### config.mk
export PLATFORM = sky130hd
export DESIGN_NAME = gas_level_alarm_controller
export DESIGN_NICKNAME = d
export VERILOG_FILES = /design/src/hw/rtl/gla_pkg.sv /design/src/hw/rtl/gla_cfg_regs.sv /design/src/hw/rtl/gla_alarm.sv /design/src/hw/rtl/gas_level_alarm_controller.sv
export SDC_FILE = /design/constraint.sdc
export NUM_CORES = 1
export LEC_CHECK = 0
export BUFFER_PORTS_ARGS = -buffer_cell sky130_fd_sc_hd__buf_2
export CAP_MARGIN = 30
export CELL_PAD_IN_SITES_DETAIL_PLACEMENT = 0
export CELL_PAD_IN_SITES_GLOBAL_PLACEMENT = 2
export CORE_MARGIN = 2
export CORE_UTILIZATION = 37
export DETAILED_ROUTE_END_ITERATION = 6
export PLACE_DENSITY = 0.86
export RECOVER_POWER = 100
export SETUP_SLACK_MARGIN = 0.4
export SLEW_MARGIN = 5
export SYNTH_ARGS = -nofsm -noshare
export SYNTH_HDL_FRONTEND = slang
export SYNTH_SLANG_ARGS = --single-unit
### constraint.sdc
create_clock -name clk -period 5.99 [get_ports clk]
set_clock_uncertainty 0.2 [all_clocks]
set_input_delay 1.198 -clock clk [delete_from_list [all_inputs] [get_ports clk]]
set_output_delay 1.198 -clock clk [all_outputs]
set_load 0.01 [all_outputs]
### src/hw/rtl/gla_pkg.sv
// Shared types, codes and display band table for the gas level alarm controller.
package gla_pkg;

  localparam logic [1:0] LVL_SAFE   = 2'd0;
  localparam logic [1:0] LVL_WARN   = 2'd1;
  localparam logic [1:0] LVL_DANGER = 2'd2;

  localparam logic [2:0] AUD_NONE         = 3'd0;
  localparam logic [2:0] AUD_SILENCE      = 3'd1;
  localparam logic [2:0] AUD_VOICE        = 3'd2;
  localparam logic [2:0] AUD_BEEP         = 3'd3;
  localparam logic [2:0] AUD_TRIPLE       = 3'd4;
  localparam logic [2:0] AUD_TRIPLE_VOICE = 3'd5;

  localparam logic [1:0] FAN_KEEP  = 2'd0;
  localparam logic [1:0] FAN_OPEN  = 2'd1;
  localparam logic [1:0] FAN_CLOSE = 2'd2;

  localparam logic [2:0] REG_WARN_THRESHOLD   = 3'd0;
  localparam logic [2:0] REG_DANGER_THRESHOLD = 3'd1;
  localparam logic [2:0] REG_BEEP_DELAY       = 3'd2;
  localparam logic [2:0] REG_REPLY_ADDRESS    = 3'd3;
  localparam logic [2:0] REG_REPLY_LENGTH     = 3'd4;

  localparam logic [15:0] RST_WARN_THRESHOLD   = 16'd21;
  localparam logic [15:0] RST_DANGER_THRESHOLD = 16'd41;
  localparam logic [7:0]  RST_BEEP_DELAY       = 8'd20;
  localparam logic [7:0]  RST_REPLY_ADDRESS    = 8'h01;
  localparam logic [4:0]  RST_REPLY_LENGTH     = 5'd7;

  localparam int NUM_BAND_TOPS = 8;
  localparam logic [15:0] BAND_TOP [NUM_BAND_TOPS] = '{
    16'd12, 16'd16, 16'd20, 16'd28, 16'd35, 16'd40, 16'd48, 16'd100
  };

  typedef struct packed {
    logic [15:0] warn_threshold;
    logic [15:0] danger_threshold;
    logic [7:0]  beep_delay_polls;
    logic [7:0]  reply_address;
    logic [4:0]  reply_length;
  } cfg_t;

  typedef struct packed {
    logic [4:0]  rx_count;
    logic [7:0]  rx_address;
    logic [15:0] ppm_value;
    logic        power_on;
  } item_t;

  typedef struct packed {
    logic [15:0] latched_ppm;
    logic [3:0]  band;
    logic [1:0]  active_level;
    logic [1:0]  prior_level;
    logic [7:0]  poll_count;
  } alarm_state_t;

  typedef struct packed {
    logic [2:0]  audio_cmd;
    logic [1:0]  fan_action;
    logic [3:0]  display_band;
    logic [15:0] ppm_now;
  } result_t;

  // First band whose upper bound covers the reading; above all bounds is band 8.
  function automatic logic [3:0] band_of(input logic [15:0] ppm);
    logic [3:0] b;
    b = 4'd8;
    for (int i = NUM_BAND_TOPS - 1; i >= 0; i--) begin
      if (ppm <= BAND_TOP[i]) b = 4'(i);
    end
    return b;
  endfunction

endpackage

### src/hw/rtl/gla_cfg_regs.sv
// Configuration register file written through a plain write port.
module gla_cfg_regs
  import gla_pkg::*;
(
  input  logic        clk,
  input  logic        rst,
  input  logic        cfg_we,
  input  logic [2:0]  cfg_index,
  input  logic [15:0] cfg_data,
  output cfg_t        cfg
);

  always_ff @(posedge clk) begin
    if (rst) begin
      cfg.warn_threshold   <= RST_WARN_THRESHOLD;
      cfg.danger_threshold <= RST_DANGER_THRESHOLD;
      cfg.beep_delay_polls <= RST_BEEP_DELAY;
      cfg.reply_address    <= RST_REPLY_ADDRESS;
      cfg.reply_length     <= RST_REPLY_LENGTH;
    end else if (cfg_we) begin
      case (cfg_index)
        REG_WARN_THRESHOLD:   cfg.warn_threshold   <= cfg_data;
        REG_DANGER_THRESHOLD: cfg.danger_threshold <= cfg_data;
        REG_BEEP_DELAY:       cfg.beep_delay_polls <= cfg_data[7:0];
        REG_REPLY_ADDRESS:    cfg.reply_address    <= cfg_data[7:0];
        REG_REPLY_LENGTH:     cfg.reply_length     <= cfg_data[4:0];
        default: ;
      endcase
    end
  end

endmodule

### src/hw/rtl/gla_alarm.sv
// Per-poll decision logic: reading latch, band lookup and the alarm level machine.
module gla_alarm
  import gla_pkg::*;
(
  input  item_t        item,
  input  cfg_t         cfg,
  input  alarm_state_t st,
  output alarm_state_t st_next,
  output result_t      res
);

  logic [15:0] ppm;
  logic [3:0]  band;
  logic [1:0]  act;
  logic [1:0]  pri;
  logic [7:0]  cnt;
  logic [2:0]  audio;
  logic [1:0]  fan;

  always_comb begin
    ppm   = st.latched_ppm;
    band  = st.band;
    act   = st.active_level;
    pri   = st.prior_level;
    cnt   = st.poll_count;
    audio = AUD_NONE;
    fan   = FAN_KEEP;

    if (item.rx_count == cfg.reply_length && item.rx_address == cfg.reply_address) begin
      ppm  = item.ppm_value;
      band = band_of(item.ppm_value);
    end

    if (!item.power_on) begin
      cnt   = 8'd0;
      audio = AUD_SILENCE;
      fan   = FAN_CLOSE;
    end else if (ppm >= cfg.danger_threshold) begin
      if (act < LVL_DANGER) begin
        cnt   = 8'd0;
        audio = (act == LVL_SAFE && pri == LVL_SAFE) ? AUD_TRIPLE_VOICE : AUD_TRIPLE;
        act   = LVL_DANGER;
        pri   = LVL_DANGER;
        fan   = FAN_OPEN;
      end
    end else if (ppm >= cfg.warn_threshold) begin
      // the checks below chain: each sees the levels left by the one before
      if (act == LVL_SAFE && pri == LVL_SAFE) begin
        act   = LVL_WARN;
        cnt   = 8'd0;
        audio = AUD_VOICE;
        fan   = FAN_OPEN;
      end
      if (act == LVL_WARN && pri == LVL_SAFE) begin
        if (cnt >= cfg.beep_delay_polls) begin
          cnt = 8'd0;
          if (audio == AUD_NONE) audio = AUD_BEEP;
          pri = LVL_WARN;
        end else begin
          cnt = cnt + 8'd1;
        end
      end
      if (act == LVL_DANGER && pri == LVL_DANGER) begin
        act   = LVL_WARN;
        audio = AUD_BEEP;
        pri   = LVL_WARN;
      end
      if (act == LVL_WARN && pri == LVL_DANGER) begin
        pri = LVL_WARN;
      end
    end else begin
      if (act > LVL_SAFE) begin
        cnt   = 8'd0;
        act   = LVL_SAFE;
        pri   = LVL_SAFE;
        audio = AUD_SILENCE;
        fan   = FAN_CLOSE;
      end
    end

    st_next.latched_ppm  = ppm;
    st_next.band         = band;
    st_next.active_level = act;
    st_next.prior_level  = pri;
    st_next.poll_count   = cnt;

    res.audio_cmd    = audio;
    res.fan_action   = fan;
    res.display_band = band;
    res.ppm_now      = ppm;
  end

endmodule

### src/hw/rtl/gas_level_alarm_controller.sv
// Top level of the gas level alarm controller: input register, alarm state, result register.
//
// Usage:
//   Input channel (in_valid / in_stall) carries one sensor poll per item:
//   rx_count, rx_address, ppm_value, power_on. Output channel
//   (out_valid / out_stall) returns exactly one result item per poll:
//   audio_cmd, fan_action, display_band, ppm_now.
//   An item is taken at a clock edge where valid is high and stall is low.
//   The input register loads at the input accept edge; the result register
//   loads from it once the output register is empty or its item is taken.
//   Throughput: one item per cycle while the output is not stalled; the alarm
//   state is read and updated combinationally between the two registers.
//   When the receiver stalls, the result register holds its item and the input
//   register can still take one more item; in_stall rises only when both are
//   full and the output is stalled.
//   Configuration (cfg_we, cfg_index, cfg_data) writes one register per edge;
//   write only while no item is in flight. Unknown indexes are ignored.
//   Reset (rst, synchronous): both registers empty, thresholds 21 and 41,
//   beep delay 20 polls, address 0x01, length 7, alarm state safe, ppm 0.
module gas_level_alarm_controller
  import gla_pkg::*;
(
  input  logic        clk,
  input  logic        rst,
  input  logic        cfg_we,
  input  logic [2:0]  cfg_index,
  input  logic [15:0] cfg_data,
  input  logic        in_valid,
  output logic        in_stall,
  input  logic [4:0]  rx_count,
  input  logic [7:0]  rx_address,
  input  logic [15:0] ppm_value,
  input  logic        power_on,
  output logic        out_valid,
  input  logic        out_stall,
  output logic [2:0]  audio_cmd,
  output logic [1:0]  fan_action,
  output logic [3:0]  display_band,
  output logic [15:0] ppm_now
);

  cfg_t         cfg;
  item_t        item_reg;
  logic         item_valid;
  alarm_state_t state;
  alarm_state_t state_next;
  result_t      res_next;
  result_t      res_reg;
  logic         out_free;
  logic         advance;
  logic         in_fire;

  gla_cfg_regs u_cfg (
    .clk       (clk),
    .rst       (rst),
    .cfg_we    (cfg_we),
    .cfg_index (cfg_index),
    .cfg_data  (cfg_data),
    .cfg       (cfg)
  );

  gla_alarm u_alarm (
    .item    (item_reg),
    .cfg     (cfg),
    .st      (state),
    .st_next (state_next),
    .res     (res_next)
  );

  assign out_free = !out_valid || !out_stall;
  assign advance  = item_valid && out_free;
  assign in_stall = item_valid && !out_free;
  assign in_fire  = in_valid && !in_stall;

  always_ff @(posedge clk) begin
    if (rst) begin
      item_valid <= 1'b0;
    end else if (in_fire) begin
      item_valid <= 1'b1;
    end else if (advance) begin
      item_valid <= 1'b0;
    end
  end

  always_ff @(posedge clk) begin
    if (in_fire) begin
      item_reg.rx_count   <= rx_count;
      item_reg.rx_address <= rx_address;
      item_reg.ppm_value  <= ppm_value;
      item_reg.power_on   <= power_on;
    end
  end

  always_ff @(posedge clk) begin
    if (rst) begin
      state <= '0;
    end else if (advance) begin
      state <= state_next;
    end
  end

  always_ff @(posedge clk) begin
    if (rst) begin
      out_valid <= 1'b0;
    end else if (out_free) begin
      out_valid <= advance;
    end
  end

  always_ff @(posedge clk) begin
    if (advance) begin
      res_reg <= res_next;
    end
  end

  assign audio_cmd    = res_reg.audio_cmd;
  assign fan_action   = res_reg.fan_action;
  assign display_band = res_reg.display_band;
  assign ppm_now      = res_reg.ppm_now;

  // backpressure only when a held item sits in the input register
  a_stall_has_item: assert property (@(posedge clk) disable iff (rst)
    in_stall |-> item_valid)
    else $error("in_stall without a held item");

  a_level_legal: assert property (@(posedge clk) disable iff (rst)
    state.active_level != 2'd3 && state.prior_level != 2'd3)
    else $error("alarm level out of range");

  a_silence_closes: assert property (@(posedge clk) disable iff (rst)
    out_valid && audio_cmd == AUD_SILENCE |-> fan_action == FAN_CLOSE)
    else $error("silence without fan close");

  a_open_with_alarm: assert property (@(posedge clk) disable iff (rst)
    out_valid && fan_action == FAN_OPEN |->
      audio_cmd == AUD_VOICE || audio_cmd == AUD_TRIPLE || audio_cmd == AUD_TRIPLE_VOICE)
    else $error("fan open without alarm");

  a_state_holds: assert property (@(posedge clk) disable iff (rst)
    !advance |=> $stable(state))
    else $error("alarm state changed without an item");

endmodule

# After elaboration in Yosys (flattened, before gate mapping)
# Cells that the tools add are included.
dict set report totals {
  ff_bits 142
  in_bits 54
  output_inout_bits 27
}
dict set report classes {
  reduce_logical 26
  addsub 1
  n_eq_ne 14
  n_lt_le_gt_ge 13
  n_mux 65
}
# cell n
set ops {}
lappend ops {{8-bit 2-to-1 mux} 11}
lappend ops {{2-bit 2-to-1 mux} 28}
lappend ops {{16-bit by 5-bit <= comparator with 1-bit output, second input constant} 3}
lappend ops {{16-bit by 6-bit <= comparator with 1-bit output, second input constant} 3}
lappend ops {{4-bit 2-to-1 mux} 9}
lappend ops {{16-bit greater-or-equal comparator} 2}
lappend ops {{3-bit 2-to-1 mux} 10}
lappend ops {{16-bit by 4-bit <= comparator with 1-bit output, second input constant} 1}
lappend ops {{16-bit by 7-bit <= comparator with 1-bit output, second input constant} 1}
lappend ops {{16-bit 2-to-1 mux} 1}
lappend ops {{2-bit AND reduction} 5}
lappend ops {{8-bit by 1-bit adder with 8-bit output, second input constant} 1}
lappend ops {{8-bit == test} 1}
lappend ops {{8-bit greater-or-equal comparator} 1}
lappend ops {{1-bit logical AND} 8}
lappend ops {{2-bit == test, second input constant} 3}
lappend ops {{3-bit by 2-bit == test with 1-bit output, second input constant} 2}
lappend ops {{3-bit zero test} 2}
lappend ops {{1-bit 2-to-1 mux} 6}
lappend ops {{5-bit == test} 1}
lappend ops {{2-bit by 1-bit == test with 1-bit output, second input constant} 2}
lappend ops {{1-bit zero test} 4}
lappend ops {{2-bit zero test} 2}
lappend ops {{4-bit by 1-bit != test with 1-bit output, second input constant} 1}
lappend ops {{11 further kinds} 11}

# Logic depth before layout (Yosys ltp)
dict set report depth {
  depth_word 24
  mapped_depth 16
  mapped_depth_nobuf 14
}

# By module
# From an unflattened synthesis, not the netlist that was laid out.
dict set report hier_totals {
  hier_cells 742
  hier_area_um2 7753.7
}
# module area_each_um2 cells_each n_inst seq_area_each_um2
set by_module_without_submodules {}
lappend by_module_without_submodules {gas_level_alarm_controller 3193.1 204 1 2332.2}
lappend by_module_without_submodules {gla_alarm 2386.0 336 1 0.0}
lappend by_module_without_submodules {gla_cfg_regs 2174.6 202 1 1061.0}

# Worst setup path after synthesis
# OpenSTA, ideal clock, no wires.
dict set report synth_path {
  path_type {register to register}
  from {register item_reg[17] in the netlist's numbering}
  to {register state[1] in the netlist's numbering}
  synth_period_minus_slack_ns 4.365
  arrival_ns 4.041
  t_required_ns 5.666
  setup_slack_ns 1.625
  setup_time_ns 0.124
  path_stages_with_launch 17
  cell_sequence {edfxtp_1 > xor2_1 > nor4_1 > nand4_1 > nor4_4 > buf_2 > mux2i_1 > ha_1 > nand2b_4 > a2111o_1 > a221oi_2 > o21ai_2 > or3_4 > o21a_4 > buf_6 > a31oi_1 > o22ai_1}
}
dict set report synth_between {
  elab_chain_cells 7
}
# item line_no
set synth_rtl {}
lappend synth_rtl {{from (decl)} gas_level_alarm_controller.sv:43} ;# item_t item_reg;
lappend synth_rtl {{8-bit == test (*)} gla_alarm.sv:29} ;# if (item.rx_count == cfg.reply_length && item.rx_address == cfg.reply_address) begin
lappend synth_rtl {{1-bit logical AND (*)} gla_alarm.sv:29}
lappend synth_rtl {{16-bit 2-to-1 mux (*)} gla_alarm.sv:29}
lappend synth_rtl {{16-bit greater-or-equal comparator} gla_alarm.sv:46} ;# end else if (ppm >= cfg.warn_threshold) begin
lappend synth_rtl {{8-bit 2-to-1 mux} gla_alarm.sv:46}
lappend synth_rtl {{8-bit 2-to-1 mux} gla_alarm.sv:38} ;# end else if (ppm >= cfg.danger_threshold) begin
lappend synth_rtl {{8-bit 2-to-1 mux} gla_alarm.sv:34} ;# if (!item.power_on) begin
lappend synth_rtl {{to (signal assigned)} gas_level_alarm_controller.sv:98} ;# state <= state_next;
lappend synth_rtl {{to (decl)} gas_level_alarm_controller.sv:45} ;# alarm_state_t state;
# Every way passes the cells marked *; elsewhere a longest branch is shown, timed or not.
# A chain may end at the register's enable or synchronous reset.

==> results.md <==
* Most common cell in the netlist: nand2_1
* Synthesized-area fraction occupied by adder cells at 7.631%
* CP Launch Type: flop
* # rows at 49
* PwrDens at 298.8 nW/um^2
* Via Count at 5154
* WP buf/inv at 1
* Hold Buf Count CTS at 0
* Worst Max-Slew Pin Slew at 2.363 ns
* Vias in the first global route at 5100
* DR pass1 iterations at 5
* Simple-gate share of the synthesized area at 18.87%
* Compound-cell area share of the yosys netlist at 12.30%
* CP cell instances: xor2_1 -> nor4_1 -> nand4_1 -> nor4_4 -> buf_4 -> mux2_1 -> ha_1 -> nand4_1 -> a211oi_1 -> o41ai_1 -> a21oi_1 -> or3_1 -> o21a_1 -> nor4bb_1 -> a31o_1
* Remaining Overflow, GRT at 0
* Global-route usage over all layers at 17.22%
* Fmax at 0.1954 GHz
* Cts bufs inserted at 17
* Mapped Cells at 699
* Register area share after synthesis at 50.47%
* Die ar. at 19260 um^2
* Failing checks: capacitance limit, slew limit
* FFs w/ async S/R, synth at 0%
* Clk Latency, worst-skew pair at 0.43 ns
* Clock Tree Buf Depth at 2
* CTS H-tree depth at 4
* Worst reg2reg setup slack at 0.87 ns
* Leakage at 0.003011 uW
* Synth cell count leaders: nand2_1 (120), dfxtp_1 (87), nor2_1 (61)
* Max FO, Critical Path at 18
* Layout cells sized above 1 at 13.21%
* Initial antenna violation count at 0
* Synth warn at 0
* Cell variety after synth at 69
* WL per Instance at 15.65 um
* Mapped Nets at 794
* Area of the core at 17900 um^2
* Total clock sinks at 142
* Die Y-Extent at 138.8 um
* CP most frequent cell: nand4_1
* Mux cell area share after synthesis at 3.722%
* Setup TNS at 0 ns
* Post-route ant nets at 0
* Area of the multi-input gates at 3004 um^2
* Vias per cell at 5.073
* Post-synth EDFFs at 55
* Post-layout util at 43.73%
* Chip Width at 138.8 um
* Fillers at 1773
* Cell accounting for the most synthesized area: dfxtp_1
* Area Overhead vs Synth at 16.45%
* FF+latch count, synth at 142
* First-pass GRT wire length at 26.41 mm
* Io pins at 81
* IO buf count at 80
* Post-CTS resize count at 0
* GP Congestion at 0.7984
* Slew Viols, Final at 50
* Ratio of final minimum period to clock period at 85.43%
* RSZ-0062 raised after global routing: false
* Setup CP Type: reg2reg
* Starting Density at 37.55%
* MaxCap Viol Count at 1
* Largest family of logic cells by synthesized area: simple AND/OR/NAND/NOR gates
* Tmin final at 5.117 ns
* N_diodes at 0
* Crit path max-delay family: simple AND/OR/NAND/NOR gates
* Final setup vio count at 0
* Setup repair bufs after CTS at 0
* Post-DP HPWL at 11.21 mm
* Final hold violations at 0
* Residual DRC at 0
* Critical path's slowest cell: nor4_4
* Clock transition at path regs at 0.07 ns
* Worst VDD drop at 289.5 uV
* Post-synthesis xor/xnor area fraction at 2.345%
* Post-route cell area at 7829 um^2
* Synth Area per Inst at 9.618 um^2
* TritonCTS clock tree: built
* Drt total wl at 15.90 mm
* Area contributors post-synth: dfxtp_1 (26%), edfxtp_1 (25%), ha_1 (7.6%), nand2_1 (6.7%), a21oi_1 (4.0%)
* Mapped cell area at 6723 um^2
* Register area at 3393 um^2
* Largest net degree at the start of global routing at 74
* WP data arrival at 5.29 ns
* DP Area at 7311 um^2
* Largest register FFs at 53
* DRT iter0 DRCs at 321
* HP Class: reg2reg
* Main synth FF type: dfxtp_1
* Status: complete, but fails checks
* Final Net Count at 869
* Critical Path RT at 6.17 ns
* CTS Root Cell: clkbuf_16
* Worst slew margin at -57.55%
* Top cell type's share of synthesized area at 25.91%
* Max stage delay on crit path at 0.61 ns
* Worst setup EP type: flop
[cell families after synthesis]
logic type | after synthesis
adder cells (fa/ha/maj) | 41
XOR/XNOR | 18
multiplexers | 23
flip-flops | 142
AO/OA/AOI/OAI | 128
AND/OR/NAND/NOR | 271
buffers and inverters | 76
[final cells by class]
| cell class | count | share of cell area (%) |
|---|---|---|
| Multi-Input combinational cell | 481 | 38.37 |
| Clock inverter | 15 | 1.934 |
| Sequential cell | 142 | 43.34 |
| Clock buffer | 17 | 5.434 |
| Timing Repair Buffer | 85 | 5.002 |
| Tap cell | 229 | 3.660 |
| Inverter | 47 | 2.253 |
[tightest hold or removal path, cell delays in order (launching register included)]
cell and delay, ns:
dfxtp_1 0.31, nand2_1 0.05, a21oi_1 0.05
[metrics by stage]
| stage | hold WS [ns] | total power (uW) | setup WS, ns | instances |
|---|---|---|---|---|
| 3_5_place_dp | 0.2488 | 1338 | 1.040 | 983 |
| 3_3_place_gp | 0.2426 | 1334 | 1.144 | 983 |
| 5_1_grt | 0.2769 | 2449 | 0.4546 | 1016 |
| 4_1_cts | 0.2575 | 2372 | 0.9876 | 1015 |
| 2_1_floorplan | 0.2338 | 1257 | 1.625 | 699 |
| 6_report | 0.2543 | 2339 | 0.8726 | 1016 |
[layout by cell type (no fill, tap or decap), types with 3 or more instances in the layout]
master	count
and3_1	4
clkbuf_1	33
nand2_1	120
a211oi_1	4
inv_1	46
edfxtp_1	55
a21oi_1	54
inv_6	5
nand3_1	16
a21oi_2	4
o21a_1	5
xor2_1	9
nor4_1	4
nand2b_1	5
nor3_1	23
and2_1	7
nand2b_2	3
mux2_1	14
clkbuf_16	17
nor2b_1	4
xnor2_1	9
clkinv_4	4
o211ai_1	8
nand4_1	6
a31oi_1	11
buf_2	49
buf_4	3
o21ai_0	12
mux2i_1	7
a21o_1	7
ha_1	41
nand2b_4	3
dfxtp_1	87
nor2_1	61
[where the power goes]
part	internal (uW)	switching [uW]	leakage, uW
Combinational	90.8	148	0.00149
Sequential	1050	24.9	0.00124
Clock	584	443	0.000279
Total	1720	616	0.00301
[per-layer routing]
metal	up-vias	GRT usage, %	share of wire (%)
met5	-	0	0
met4	0	6.220	1.7
met3	20	4.696	5.1
met2	125	26.68	46
met1	2418	23.23	48
li1	2591	-	-
[worst paths after layout]
kind | start | endpoint | depth (start not counted)
worst max-delay path | item_reg[17]$_DFFE_PP_ | state[0]$_SDFFE_PP0P_ | 15
worst max register to register | item_reg[17]$_DFFE_PP_ | state[0]$_SDFFE_PP0P_ | 15
worst min-delay path | state[14]$_SDFFE_PP0P_ | state[14]$_SDFFE_PP0P_ | 2
worst min register to register | state[14]$_SDFFE_PP0P_ | state[14]$_SDFFE_PP0P_ | 2
(Power assumes the default switching activity.)
